--- src/rtl/dpw_pkg.sv ---
// ----------------------------------------------------------------------------
// dpw_pkg: shared types and constants for the dotted date parser
// Character codes, saturation limits, the record that travels from the
// parser to the date evaluator, and the small month tables.
// ----------------------------------------------------------------------------
package dpw_pkg;

  localparam int DAY_W   = 8;
  localparam int MONTH_W = 8;
  localparam int YEAR_W  = 27;
  localparam int WDAY_W  = 3;

  localparam logic [7:0] CH_NUL  = 8'h00;
  localparam logic [7:0] CH_DOT  = 8'h2E;
  localparam logic [7:0] CH_ZERO = 8'h30;
  localparam logic [7:0] CH_NINE = 8'h39;

  localparam logic [DAY_W-1:0]   DAY_MAX   = 8'd255;
  localparam logic [MONTH_W-1:0] MONTH_MAX = 8'd255;
  localparam logic [YEAR_W-1:0]  YEAR_MAX  = 27'd99999999;

  // floor(a / 25) = (a * RECIP25) >> RECIP_SHIFT, exact for a < 2^30
  localparam int              QUOT_W      = 25;
  localparam int              RECIP_W     = 26;
  localparam int              PROD_W      = QUOT_W + RECIP_W;
  localparam int              RECIP_SHIFT = 30;
  localparam logic [RECIP_W-1:0] RECIP25  = 26'd42949673;
  localparam int              Q_W         = PROD_W - RECIP_SHIFT;

  // weekday sum, padded to whole octal digits for the mod-7 fold
  localparam int SUM_W    = 30;
  localparam int SUM_DIGS = SUM_W / 3;
  localparam int DSUM_W   = 7;

  localparam logic [MONTH_W-1:0] MONTH_FEB = 8'd2;
  localparam logic [MONTH_W-1:0] MONTH_MAR = 8'd3;
  localparam logic [MONTH_W-1:0] MONTH_DEC = 8'd12;
  localparam logic [YEAR_W-1:0]  YEAR_SHIFT = 27'd400;
  localparam logic [4:0]         FEB_LEAP_DAYS = 5'd29;
  localparam logic [3:0]         MOD7 = 4'd7;
  localparam logic [WDAY_W-1:0]  WDAY_SUNDAY = 3'd7;
  localparam logic [WDAY_W-1:0]  WDAY_NONE   = 3'd0;

  typedef enum logic [1:0] {
    FIELD_DAY   = 2'd0,
    FIELD_MONTH = 2'd1,
    FIELD_YEAR  = 2'd2,
    FIELD_EXTRA = 2'd3
  } field_t;

  typedef struct packed {
    logic                seen;
    logic [DAY_W-1:0]    day;
    logic [MONTH_W-1:0]  month;
    logic [YEAR_W-1:0]   year;
  } dpw_rec_t;

  function automatic logic [2:0] month_offset(input logic [MONTH_W-1:0] m);
    logic [2:0] r;
    case (m)
      8'd1:    r = 3'd0;
      8'd2:    r = 3'd3;
      8'd3:    r = 3'd2;
      8'd4:    r = 3'd5;
      8'd5:    r = 3'd0;
      8'd6:    r = 3'd3;
      8'd7:    r = 3'd5;
      8'd8:    r = 3'd1;
      8'd9:    r = 3'd4;
      8'd10:   r = 3'd6;
      8'd11:   r = 3'd2;
      8'd12:   r = 3'd4;
      default: r = 3'd0;
    endcase
    return r;
  endfunction

  function automatic logic [4:0] month_days(input logic [MONTH_W-1:0] m);
    logic [4:0] r;
    case (m)
      8'd1, 8'd3, 8'd5, 8'd7, 8'd8, 8'd10, 8'd12: r = 5'd31;
      8'd4, 8'd6, 8'd9, 8'd11:                     r = 5'd30;
      8'd2:                                        r = 5'd28;
      default:                                     r = 5'd0;
    endcase
    return r;
  endfunction

endpackage

--- src/rtl/dpw_front.sv ---
// ----------------------------------------------------------------------------
// dpw_front: character parser
// Takes one character per transaction, builds the three field numbers with
// saturation, and hands a finished record to the queue on the NUL.
// ----------------------------------------------------------------------------
module dpw_front (
  input  logic              clk,
  input  logic              rst,
  input  logic              ch_valid,
  input  logic [7:0]        ch,
  output logic              ch_ready,
  output logic              push_valid,
  output dpw_pkg::dpw_rec_t push_rec,
  input  logic              push_ready
);

  dpw_pkg::field_t field_index, field_index_next;
  logic [dpw_pkg::DAY_W-1:0]   day_acc, day_acc_next;
  logic [dpw_pkg::MONTH_W-1:0] month_acc, month_acc_next;
  logic [dpw_pkg::YEAR_W-1:0]  year_acc, year_acc_next;
  logic digits_stopped, digits_stopped_next;
  logic any_char_seen, any_char_seen_next;

  logic       take;
  logic       is_digit;
  logic [3:0] digit;
  logic [11:0] day_x10, month_x10;
  logic [30:0] year_x10;

  assign ch_ready = push_ready;
  assign take     = ch_valid && ch_ready;
  assign is_digit = (ch >= dpw_pkg::CH_ZERO) && (ch <= dpw_pkg::CH_NINE);
  assign digit    = ch[3:0];

  // acc * 10 + digit as shift-add
  assign day_x10   = {1'b0, day_acc, 3'b0} + {3'b0, day_acc, 1'b0} + 12'(digit);
  assign month_x10 = {1'b0, month_acc, 3'b0} + {3'b0, month_acc, 1'b0} + 12'(digit);
  assign year_x10  = {1'b0, year_acc, 3'b0} + {3'b0, year_acc, 1'b0} + 31'(digit);

  assign push_valid    = take && (ch == dpw_pkg::CH_NUL);
  assign push_rec.seen  = any_char_seen;
  assign push_rec.day   = day_acc;
  assign push_rec.month = month_acc;
  assign push_rec.year  = year_acc;

  always_comb begin
    field_index_next    = field_index;
    day_acc_next        = day_acc;
    month_acc_next      = month_acc;
    year_acc_next       = year_acc;
    digits_stopped_next = digits_stopped;
    any_char_seen_next  = any_char_seen;
    if (take) begin
      if (ch == dpw_pkg::CH_NUL) begin
        field_index_next    = dpw_pkg::FIELD_DAY;
        day_acc_next        = '0;
        month_acc_next      = '0;
        year_acc_next       = '0;
        digits_stopped_next = 1'b0;
        any_char_seen_next  = 1'b0;
      end else if (ch == dpw_pkg::CH_DOT) begin
        any_char_seen_next  = 1'b1;
        digits_stopped_next = 1'b0;
        case (field_index)
          dpw_pkg::FIELD_DAY:   field_index_next = dpw_pkg::FIELD_MONTH;
          dpw_pkg::FIELD_MONTH: field_index_next = dpw_pkg::FIELD_YEAR;
          default:              field_index_next = dpw_pkg::FIELD_EXTRA;
        endcase
      end else if (is_digit) begin
        any_char_seen_next = 1'b1;
        if (!digits_stopped) begin
          case (field_index)
            dpw_pkg::FIELD_DAY:
              day_acc_next = (day_x10 > 12'(dpw_pkg::DAY_MAX)) ?
                             dpw_pkg::DAY_MAX : day_x10[7:0];
            dpw_pkg::FIELD_MONTH:
              month_acc_next = (month_x10 > 12'(dpw_pkg::MONTH_MAX)) ?
                               dpw_pkg::MONTH_MAX : month_x10[7:0];
            dpw_pkg::FIELD_YEAR:
              year_acc_next = (year_x10 > 31'(dpw_pkg::YEAR_MAX)) ?
                              dpw_pkg::YEAR_MAX : year_x10[26:0];
            default: ;
          endcase
        end
      end else begin
        any_char_seen_next  = 1'b1;
        digits_stopped_next = 1'b1;
      end
    end
  end

  always_ff @(posedge clk) begin
    if (rst) begin
      field_index    <= dpw_pkg::FIELD_DAY;
      day_acc        <= '0;
      month_acc      <= '0;
      year_acc       <= '0;
      digits_stopped <= 1'b0;
      any_char_seen  <= 1'b0;
    end else begin
      field_index    <= field_index_next;
      day_acc        <= day_acc_next;
      month_acc      <= month_acc_next;
      year_acc       <= year_acc_next;
      digits_stopped <= digits_stopped_next;
      any_char_seen  <= any_char_seen_next;
    end
  end

endmodule

--- src/rtl/dpw_queue.sv ---
// ----------------------------------------------------------------------------
// dpw_queue: record queue between parser and evaluator
// Small register FIFO; lets the parser keep taking characters while the
// evaluator is stalled.
// ----------------------------------------------------------------------------
module dpw_queue #(
  parameter int DEPTH = 2
) (
  input  logic              clk,
  input  logic              rst,
  input  logic              push_valid,
  input  dpw_pkg::dpw_rec_t push_rec,
  output logic              push_ready,
  output logic              pop_valid,
  output dpw_pkg::dpw_rec_t pop_rec,
  input  logic              pop_ready
);

  localparam int PTR_W = (DEPTH > 1) ? $clog2(DEPTH) : 1;
  localparam int CNT_W = $clog2(DEPTH + 1);

  dpw_pkg::dpw_rec_t entries [DEPTH];
  logic [PTR_W-1:0] wr_ptr, rd_ptr;
  logic [CNT_W-1:0] count;
  logic push, pop;

  assign push_ready = (count != CNT_W'(DEPTH));
  assign pop_valid  = (count != '0);
  assign pop_rec    = entries[rd_ptr];
  assign push       = push_valid && push_ready;
  assign pop        = pop_valid && pop_ready;

  always_ff @(posedge clk) begin
    if (push) begin
      entries[wr_ptr] <= push_rec;
    end
  end

  always_ff @(posedge clk) begin
    if (rst) begin
      wr_ptr <= '0;
      rd_ptr <= '0;
      count  <= '0;
    end else begin
      if (push) begin
        wr_ptr <= (wr_ptr == PTR_W'(DEPTH - 1)) ? '0 : wr_ptr + 1'b1;
      end
      if (pop) begin
        rd_ptr <= (rd_ptr == PTR_W'(DEPTH - 1)) ? '0 : rd_ptr + 1'b1;
      end
      case ({push, pop})
        2'b10:   count <= count + 1'b1;
        2'b01:   count <= count - 1'b1;
        default: count <= count;
      endcase
    end
  end

endmodule

--- src/rtl/dpw_back.sv ---
// ----------------------------------------------------------------------------
// dpw_back: date evaluator pipeline
// Four stages: reciprocal divides by 25, leap test and weekday sum,
// octal digit fold, final mod 7 into the output register.
// ----------------------------------------------------------------------------
module dpw_back (
  input  logic                        clk,
  input  logic                        rst,
  input  logic                        rec_valid,
  input  dpw_pkg::dpw_rec_t           rec,
  output logic                        rec_ready,
  output logic                        res_valid,
  input  logic                        res_ready,
  output logic                        valid_res,
  output logic [dpw_pkg::DAY_W-1:0]   day,
  output logic [dpw_pkg::MONTH_W-1:0] month,
  output logic [dpw_pkg::YEAR_W-1:0]  year,
  output logic [dpw_pkg::WDAY_W-1:0]  weekday
);

  logic en1, en2, en3, en4;

  // stage 1
  logic                         v1, seen1, mok1;
  logic [dpw_pkg::DAY_W-1:0]    d1;
  logic [dpw_pkg::MONTH_W-1:0]  m1;
  logic [dpw_pkg::YEAR_W-1:0]   y1, yy1;
  logic [dpw_pkg::Q_W-1:0]      q100_1, qb1;
  logic [dpw_pkg::YEAR_W-1:0]   yy;
  logic [dpw_pkg::PROD_W-1:0]   prod_a, prod_b;
  logic                         mok;

  // stage 2
  logic                         v2, mok2, ok2;
  logic [dpw_pkg::DAY_W-1:0]    d2;
  logic [dpw_pkg::MONTH_W-1:0]  m2;
  logic [dpw_pkg::YEAR_W-1:0]   y2;
  logic [dpw_pkg::SUM_W-1:0]    sum2, sum_c;
  logic [dpw_pkg::QUOT_W-1:0]   mul25, r25;
  logic                         leap;
  logic [4:0]                   dim;
  logic                         date_ok;

  // stage 3
  logic                         v3, mok3, ok3;
  logic [dpw_pkg::DAY_W-1:0]    d3;
  logic [dpw_pkg::MONTH_W-1:0]  m3;
  logic [dpw_pkg::YEAR_W-1:0]   y3;
  logic [dpw_pkg::DSUM_W-1:0]   dsum3, dsum_c;

  // stage 4
  logic [3:0]                   s_a, s_b;
  logic [dpw_pkg::WDAY_W-1:0]   w_c;

  assign en4       = !res_valid || res_ready;
  assign en3       = !v3 || en4;
  assign en2       = !v2 || en3;
  assign en1       = !v1 || en2;
  assign rec_ready = en1;

  // ---- stage 1: shifted year and two divides by 25 ----
  assign mok    = (rec.month != '0) && (rec.month <= dpw_pkg::MONTH_DEC);
  assign yy     = rec.year + dpw_pkg::YEAR_SHIFT -
                  dpw_pkg::YEAR_W'(rec.month < dpw_pkg::MONTH_MAR);
  assign prod_a = yy[26:2] * dpw_pkg::RECIP25;
  assign prod_b = rec.year[26:2] * dpw_pkg::RECIP25;

  always_ff @(posedge clk) begin
    if (en1) begin
      seen1  <= rec.seen;
      mok1   <= mok;
      d1     <= rec.day;
      m1     <= rec.month;
      y1     <= rec.year;
      yy1    <= yy;
      q100_1 <= prod_a[dpw_pkg::PROD_W-1:dpw_pkg::RECIP_SHIFT];
      qb1    <= prod_b[dpw_pkg::PROD_W-1:dpw_pkg::RECIP_SHIFT];
    end
  end

  // ---- stage 2: leap test, date check, weekday sum ----
  assign mul25 = {qb1[20:0], 4'b0} + {1'b0, qb1[20:0], 3'b0} + dpw_pkg::QUOT_W'(qb1);
  assign r25   = y1[26:2] - mul25;
  // y divisible by 4; by 100 when y/4 is a multiple of 25; by 400 also needs
  // the quotient y/100 even twice over
  assign leap  = (y1[1:0] == 2'b00) && ((r25 != '0) || (qb1[1:0] == 2'b00));

  always_comb begin
    dim = dpw_pkg::month_days(m1);
    if ((m1 == dpw_pkg::MONTH_FEB) && leap) begin
      dim = dpw_pkg::FEB_LEAP_DAYS;
    end
  end

  assign date_ok = mok1 && (d1 != '0) && (d1 <= dpw_pkg::DAY_W'(dim));

  // yy + yy/4 - yy/100 + yy/400 + offset + day
  assign sum_c = dpw_pkg::SUM_W'(yy1) + dpw_pkg::SUM_W'(yy1[26:2]) +
                 dpw_pkg::SUM_W'(q100_1[dpw_pkg::Q_W-1:2]) +
                 dpw_pkg::SUM_W'(dpw_pkg::month_offset(m1)) +
                 dpw_pkg::SUM_W'(d1) - dpw_pkg::SUM_W'(q100_1);

  always_ff @(posedge clk) begin
    if (en2) begin
      mok2 <= mok1;
      ok2  <= seen1 && date_ok;
      d2   <= d1;
      m2   <= m1;
      y2   <= y1;
      sum2 <= sum_c;
    end
  end

  // ---- stage 3: octal digit sum (8 == 1 mod 7) ----
  always_comb begin
    dsum_c = '0;
    for (int i = 0; i < dpw_pkg::SUM_DIGS; i++) begin
      dsum_c = dsum_c + dpw_pkg::DSUM_W'(sum2[3*i +: 3]);
    end
  end

  always_ff @(posedge clk) begin
    if (en3) begin
      mok3  <= mok2;
      ok3   <= ok2;
      d3    <= d2;
      m3    <= m2;
      y3    <= y2;
      dsum3 <= dsum_c;
    end
  end

  // ---- stage 4: fold to 0..8, final subtract ----
  assign s_a = 4'(dsum3[2:0]) + 4'(dsum3[5:3]) + 4'(dsum3[6]);
  assign s_b = 4'(s_a[2:0]) + 4'(s_a[3]);
  assign w_c = (s_b >= dpw_pkg::MOD7) ? 3'(s_b - dpw_pkg::MOD7) : s_b[2:0];

  always_ff @(posedge clk) begin
    if (en4) begin
      valid_res <= ok3;
      day       <= d3;
      month     <= m3;
      year      <= y3;
      if (!mok3) begin
        weekday <= dpw_pkg::WDAY_NONE;
      end else if (w_c == '0) begin
        weekday <= dpw_pkg::WDAY_SUNDAY;
      end else begin
        weekday <= w_c;
      end
    end
  end

  always_ff @(posedge clk) begin
    if (rst) begin
      v1        <= 1'b0;
      v2        <= 1'b0;
      v3        <= 1'b0;
      res_valid <= 1'b0;
    end else begin
      if (en1) begin
        v1 <= rec_valid;
      end
      if (en2) begin
        v2 <= v1;
      end
      if (en3) begin
        v3 <= v2;
      end
      if (en4) begin
        res_valid <= v3;
      end
    end
  end

endmodule

--- src/rtl/dotted_date_parser_weekday_core.sv ---
// ----------------------------------------------------------------------------
// dotted_date_parser_weekday_core: dotted date parser with weekday
// Parses "day.month.year" text one character per transaction, ending with
// NUL, and returns the numbers, a Gregorian validity flag and the weekday.
// ----------------------------------------------------------------------------
//
//  channel | handshake            | payload
//  --------+----------------------+------------------------------------------
//  input   | ch_valid / ch_ready  | ch
//  result  | res_valid/ res_ready | valid_res, day, month, year, weekday
//
//  One character is taken every cycle; ch_ready drops only when the record
//  queue is full, i.e. after the result side has stalled long enough.
//  After its NUL transaction a record is registered in the queue and then
//  passes the evaluator's stages (divide-by-25 multiply, leap/sum, digit fold,
//  mod 7 into the output register). Evaluator stages advance independently,
//  so bubbles collapse; with res_ready high a result can leave every cycle.
//  Synchronous reset clears the parser fields, the queue and all stage
//  valid bits; no result is pending after reset.
//
module dotted_date_parser_weekday_core #(
  parameter int QUEUE_DEPTH = 2
) (
  input  logic                        clk,
  input  logic                        rst,
  input  logic                        ch_valid,
  output logic                        ch_ready,
  input  logic [7:0]                  ch,
  output logic                        res_valid,
  input  logic                        res_ready,
  output logic                        valid_res,
  output logic [dpw_pkg::DAY_W-1:0]   day,
  output logic [dpw_pkg::MONTH_W-1:0] month,
  output logic [dpw_pkg::YEAR_W-1:0]  year,
  output logic [dpw_pkg::WDAY_W-1:0]  weekday
);

  // parser -> queue
  logic              push_valid, push_ready;
  dpw_pkg::dpw_rec_t push_rec;
  // queue -> evaluator
  logic              pop_valid, pop_ready;
  dpw_pkg::dpw_rec_t pop_rec;

  // Front: accumulates fields, emits a record per NUL
  dpw_front u_front (
    .clk        (clk),
    .rst        (rst),
    .ch_valid   (ch_valid),
    .ch         (ch),
    .ch_ready   (ch_ready),
    .push_valid (push_valid),
    .push_rec   (push_rec),
    .push_ready (push_ready)
  );

  // Decoupling queue so parsing continues while results back up
  dpw_queue #(
    .DEPTH (QUEUE_DEPTH)
  ) u_queue (
    .clk        (clk),
    .rst        (rst),
    .push_valid (push_valid),
    .push_rec   (push_rec),
    .push_ready (push_ready),
    .pop_valid  (pop_valid),
    .pop_rec    (pop_rec),
    .pop_ready  (pop_ready)
  );

  // Back: validity and weekday evaluation
  dpw_back u_back (
    .clk       (clk),
    .rst       (rst),
    .rec_valid (pop_valid),
    .rec       (pop_rec),
    .rec_ready (pop_ready),
    .res_valid (res_valid),
    .res_ready (res_ready),
    .valid_res (valid_res),
    .day       (day),
    .month     (month),
    .year      (year),
    .weekday   (weekday)
  );

  // ---- assertions ----

  // nothing pending straight out of reset
  a_reset_empty: assert property (@(posedge clk) $past(rst) |-> !res_valid)
    else $error("result valid right after reset");

  // weekday is zero exactly when the month is out of range
  a_wday_month: assert property (@(posedge clk) disable iff (rst)
    res_valid |-> ((weekday == dpw_pkg::WDAY_NONE) ==
                   ((month == '0) || (month > dpw_pkg::MONTH_DEC))))
    else $error("weekday inconsistent with month");

  // a valid date has a day of 1..31 and a month of 1..12
  a_valid_fields: assert property (@(posedge clk) disable iff (rst)
    (res_valid && valid_res) |->
      ((day != '0) && (day <= 8'd31) && (month != '0) &&
       (month <= dpw_pkg::MONTH_DEC)))
    else $error("valid date with out-of-range fields");

endmodule
--- config.mk ---
export PLATFORM = sky130hd
export DESIGN_NAME = dotted_date_parser_weekday_core
export DESIGN_NICKNAME = d
export VERILOG_FILES = /design/src/rtl/dpw_pkg.sv /design/src/rtl/dpw_front.sv /design/src/rtl/dpw_queue.sv /design/src/rtl/dpw_back.sv /design/src/rtl/dotted_date_parser_weekday_core.sv
export SDC_FILE = /design/constraint.sdc
export NUM_CORES = 2
export LEC_CHECK = 0
export BUFFER_PORTS_ARGS = -buffer_cell sky130_fd_sc_hd__buf_4
export CAP_MARGIN = 20
export CORE_ASPECT_RATIO = 0.9
export CORE_MARGIN = 2
export CORE_UTILIZATION = 65
export CTS_BUF_LIST = sky130_fd_sc_hd__clkbuf_2
export DETAILED_ROUTE_END_ITERATION = 10
export GPL_ROUTABILITY_DRIVEN = 0
export PLACE_DENSITY = 0.9
export SLEW_MARGIN = 20
export SYNTH_ARGS = -nofsm -noshare
export SYNTH_HDL_FRONTEND = slang
export SYNTH_SLANG_ARGS = --single-unit
--- constraint.sdc ---
create_clock -name clk -period 29.4 [get_ports clk]
set_input_delay 5.88 -clock clk [delete_from_list [all_inputs] [get_ports clk]]
set_output_delay 5.88 -clock clk [all_outputs]
set_load 0.05 [all_outputs]
==> summary.md <==
| Metric | Value |
|---|---|
| Number of pins with negative max-slew slack in the final report | `0` |
| Via count of the first global-routing pass | `about 34000` |
| Proportion of synthesized flip-flops having asynchronous set or reset | `0` |
| Number of cells traversed by the worst register-to-register path | `44` |
| Unrepaired setup endpoints after global routing | `false` |
| Class of the tightest hold or removal check | `reg2reg` |
| Type of destination of the critical path | `flop` |
| Largest net degree at the start of global routing | `67` |
| Clock latency on the worst-skew pair | `1.24 ns` |
| Data arrival time of the critical path | `about 14 ns` |
| Clock period minus final worst setup slack | `12.91 ns` |
| Met3 WL | `between 10000 and 15000 µm` |
| Maximum net fanout on the critical path | `between 40 and 50` |
| Area growth syn-to-layout | `6.05%` |
| Critical Path Slowest Stage Cell | `fa_1` |
| Starting density of the core | `0.659` |
| Post-cts repair resize count | `0` |
| First-pass GRT wire length | `about 180000 µm` |
| Placed insts | `5024` |
| TritonCTS clock tree | `done` |
| Cell type with the largest total area after synthesis | `edfxtp_1` |
| Fraction of the yosys area taken by sequential cells | `0.277` |
| Most frequent CP cell | `fa_1` |
| # DRC | `0` |
| Yosys reg bits | `438` |
| DRT met1 WL | `around 41000 µm` |
| Number of placement rows | `91` |
| Layout net count | `around 5500` |
| I/O Buffers | `60` |
| Sum of negative setup slack | `0 ns` |
| Required time at the endpoint of the critical path | `just over 30 ns` |
| Post-detailed-routing wire length | `~110000 µm` |
| Final number of hold-violating endpoints | `0` |
| Clock-pin slew on the worst setup and hold paths | `roughly 0.11 ns` |
| Filler cell count in the final layout | `4348` |
| Count of vias placed by the detailed router | `approximately 32000` |
| Number of synthesized flops with an enable pin | `between 300 and 400` |
| Total area of multi-input combinational cells | `between 20000 and 30000 µm²` |
| Hold Buf Count CTS | `0` |
| Top-level I/O count | `~60` |
| Clock Path Buffers | `3` |
| Final non-filler cell total | `5220` |
| Die outline height | `254 µm` |
| Uppermost layer routed | `met5` |
| Die area | `71800 µm²` |
| Placeable Area | `about 69000 µm²` |
| Wire length on met2 | `between 50000 and 60000 µm` |
| Postcts setup bufs | `0` |
| Aggregate global routing overflow | `0` |
| Synthesized net count | `5365` |
| Final period utilization | `0.439` |
| Critical setup path kind | `reg2reg` |
| Sinks on Clock Net | `438` |
| Avg Inst Size Synth | `between 10 and 15 µm²` |
| Number of antenna violations at the first check in global routing | `6` |
| Summed instance area of the synthesized netlist | `45300 µm²` |
| Number of iterations in the first detailed-routing pass | `8` |
| Worst slew margin relative to its limit | `0.270` |
| Count of distinct cell types in the synthesized netlist | `between 90 and 100` |
| Ratio of routed vias to standard cells | `a little over 6` |
| Width of the die | `about 280 µm` |
| Number of instances in the synthesized netlist | `around 4000` |
| Commonest register cell after synthesis | `edfxtp_1` |
| H-tree level count | `3` |
| Max-Cap Viols | `0` |
| CP max stage delay | `roughly 0.62 ns` |
| Register area | `12500 µm²` |
| Number of endpoints failing setup at the final stage | `0` |
| Mean routed wirelength per cell | `roughly 21 µm` |
| Iteration-0 DRC Markers | `2924` |
| Maximum operating frequency | `0.0775 GHz` |
| Synthesis Warnings | `0` |
| Total clock buffers created by CTS | `around 100` |
| Max Clock Skew | `approximately 0.15 ns` |
| Worst hold path cell count | `0` |
| Clk Tree Root Cell | `clkbuf_2` |
| Slew at the pin with the worst max-slew slack | `between 1 and 1.5 ns` |
| Half-perimeter wire length after placement | `90000 µm` |
| Result of the run | `finished, final reports clean` |
| Top cells by area in the synthesized netlist | `edfxtp_1, fa_1, ha_1` |
| Startpoint type of the worst setup path | `flop` |
| Number of antenna-violating nets in the routed design | `0` |
| Total routing usage reported by global routing | `0.319` |
| Share of post-route cells with drive strength above 1 | `0.0733` |
| Area share of the leading cell type in the synthesized netlist | `0.249` |
[critical path, delay by kind of cell (launching register included)]
| family | cells | cell delay, ns |
|---|---|---|
| flops | 1 | 0.33 |
| fa+ha+maj | 11 | 4.65 |
| mux | 1 | 0.42 |
| buf+inv | 7 | 1.04 |
| simple gates | 6 | 1.37 |
| xor+xnor | 2 | 0.69 |
| compound gates | 17 | 4.05 |
[per-layer routing]
metal  track usage  vias up
li1              -    14000
met1         0.393    15300
met2         0.510     1735
met3        0.0809      509
met4         0.194        4
met5             0        -
[flip-flops by register name, summed over array words and instances (netlist names), 21 cells and up, named ones only]
name and cells:
u_back.yy1 27, u_back.qb1 21, u_back.y1 27, u_back.sum2 30
u_back.year 27, u_back.y2 27, u_back.y3 27, u_queue.entries 88
u_front.year_acc 27, u_back.q100_1 21
[placed cells by master, fill, tap and decap left out, types with 17 or more instances in the layout]
| cell | instances |
|---|---|
| mux2_2 | 22 |
| nand3_1 | 43 |
| ha_1 | 786 |
| fa_1 | 530 |
| nor2b_1 | 30 |
| nor3_1 | 35 |
| a21oi_1 | 167 |
| nand2_1 | 84 |
| o211ai_1 | 21 |
| o21a_1 | 36 |
| o21ai_0 | 100 |
| mux2i_1 | 38 |
| nand4_1 | 27 |
| and2_1 | 17 |
| clkinv_1 | 31 |
| edfxtp_1 | 376 |
| a21o_1 | 75 |
| nand2b_1 | 31 |
| xor2_1 | 52 |
| xnor2_1 | 114 |
| inv_1 | 915 |
| nor2_1 | 161 |
| buf_4 | 88 |
| dfxtp_1 | 61 |
| o21bai_1 | 23 |
| clkbuf_2 | 144 |
[cells in the mapped netlist (5+ instances only)]
master     count
a32o_1         9
mux2i_1       38
a21o_1        75
or3_1         12
a211o_1        5
a21boi_0       5
mux2_2        22
o31ai_1        6
nand3_1       43
and2_1        17
ha_1         786
nand2b_1      31
a31oi_1       15
nor2_1       162
o21bai_1      23
xor2_1        52
nor3_1        36
clkbuf_1      21
nand4_1       27
o21ai_0      100
and4_1        10
o21a_1        36
inv_1        917
a221o_1       12
edfxtp_1     376
nor4_1        14
fa_1         530
nor2b_1       30
o211ai_1      21
a311o_1        5
nand3b_1       8
dfxtp_1       62
a21oi_1      167
a211oi_1      16
a2111oi_0      8
and3_1        14
o2111ai_1      8
nand2_1       86
xnor2_1      115
o22ai_1        9
[cells by family after synthesis]
kind of cell / after synthesis / synth area share
XOR/XNOR: 167 / 0.0323
multiplexers: 60 / 0.0139
flip-flops: 438 / 0.277
adder cells (fa/ha/maj): 1316 / 0.452
AND/OR/NAND/NOR: 532 / 0.0608
AO/OA/AOI/OAI: 576 / 0.0845
buffers and inverters: 948 / 0.0798
[cell type report]
class | count | share of cell area
Antenna cell | 4 | 0.000209
Inverter | 917 | 0.0717
Clock inverter | 48 | 0.00636
Sequential cell | 438 | 0.261
Tap cell | 930 | 0.0242
Clock buffer | 144 | 0.0150
Multi-Input combinational cell | 2651 | 0.608
Timing Repair Buffer | 88 | 0.0138
[path summary, 6_finish.rpt]
check	endpoint	slack [ns]	from
worst max-delay path	u_back.q100_1[20]	16.49	flop
worst min-delay path	u_back.ok3	0.29	u_back.ok2
worst max register to register	u_back.q100_1[20]	16.49	flop
worst min register to register	u_back.ok3	0.29	u_back.ok2
[per-stage QoR]
| stage | hold slack (ns) | setup slack [ns] | utilization | area [µm²] |
|---|---|---|---|---|
| floorplan | 0.400 | 18.01 | - | 45300 |
| global placement | 0.402 | 17.09 | 0.684 | 46900 |
| detailed placement | 0.405 | 16.73 | 0.684 | 46900 |
| CTS | 0.283 | 16.67 | 0.699 | 48000 |
| global route | 0.306 | 15.97 | 0.699 | 48000 |
| finish | 0.294 | 16.49 | 0.699 | 48000 |
Power is not shown: default switching activity piles up to over one toggle a cycle in this logic, so the estimate is an artifact.
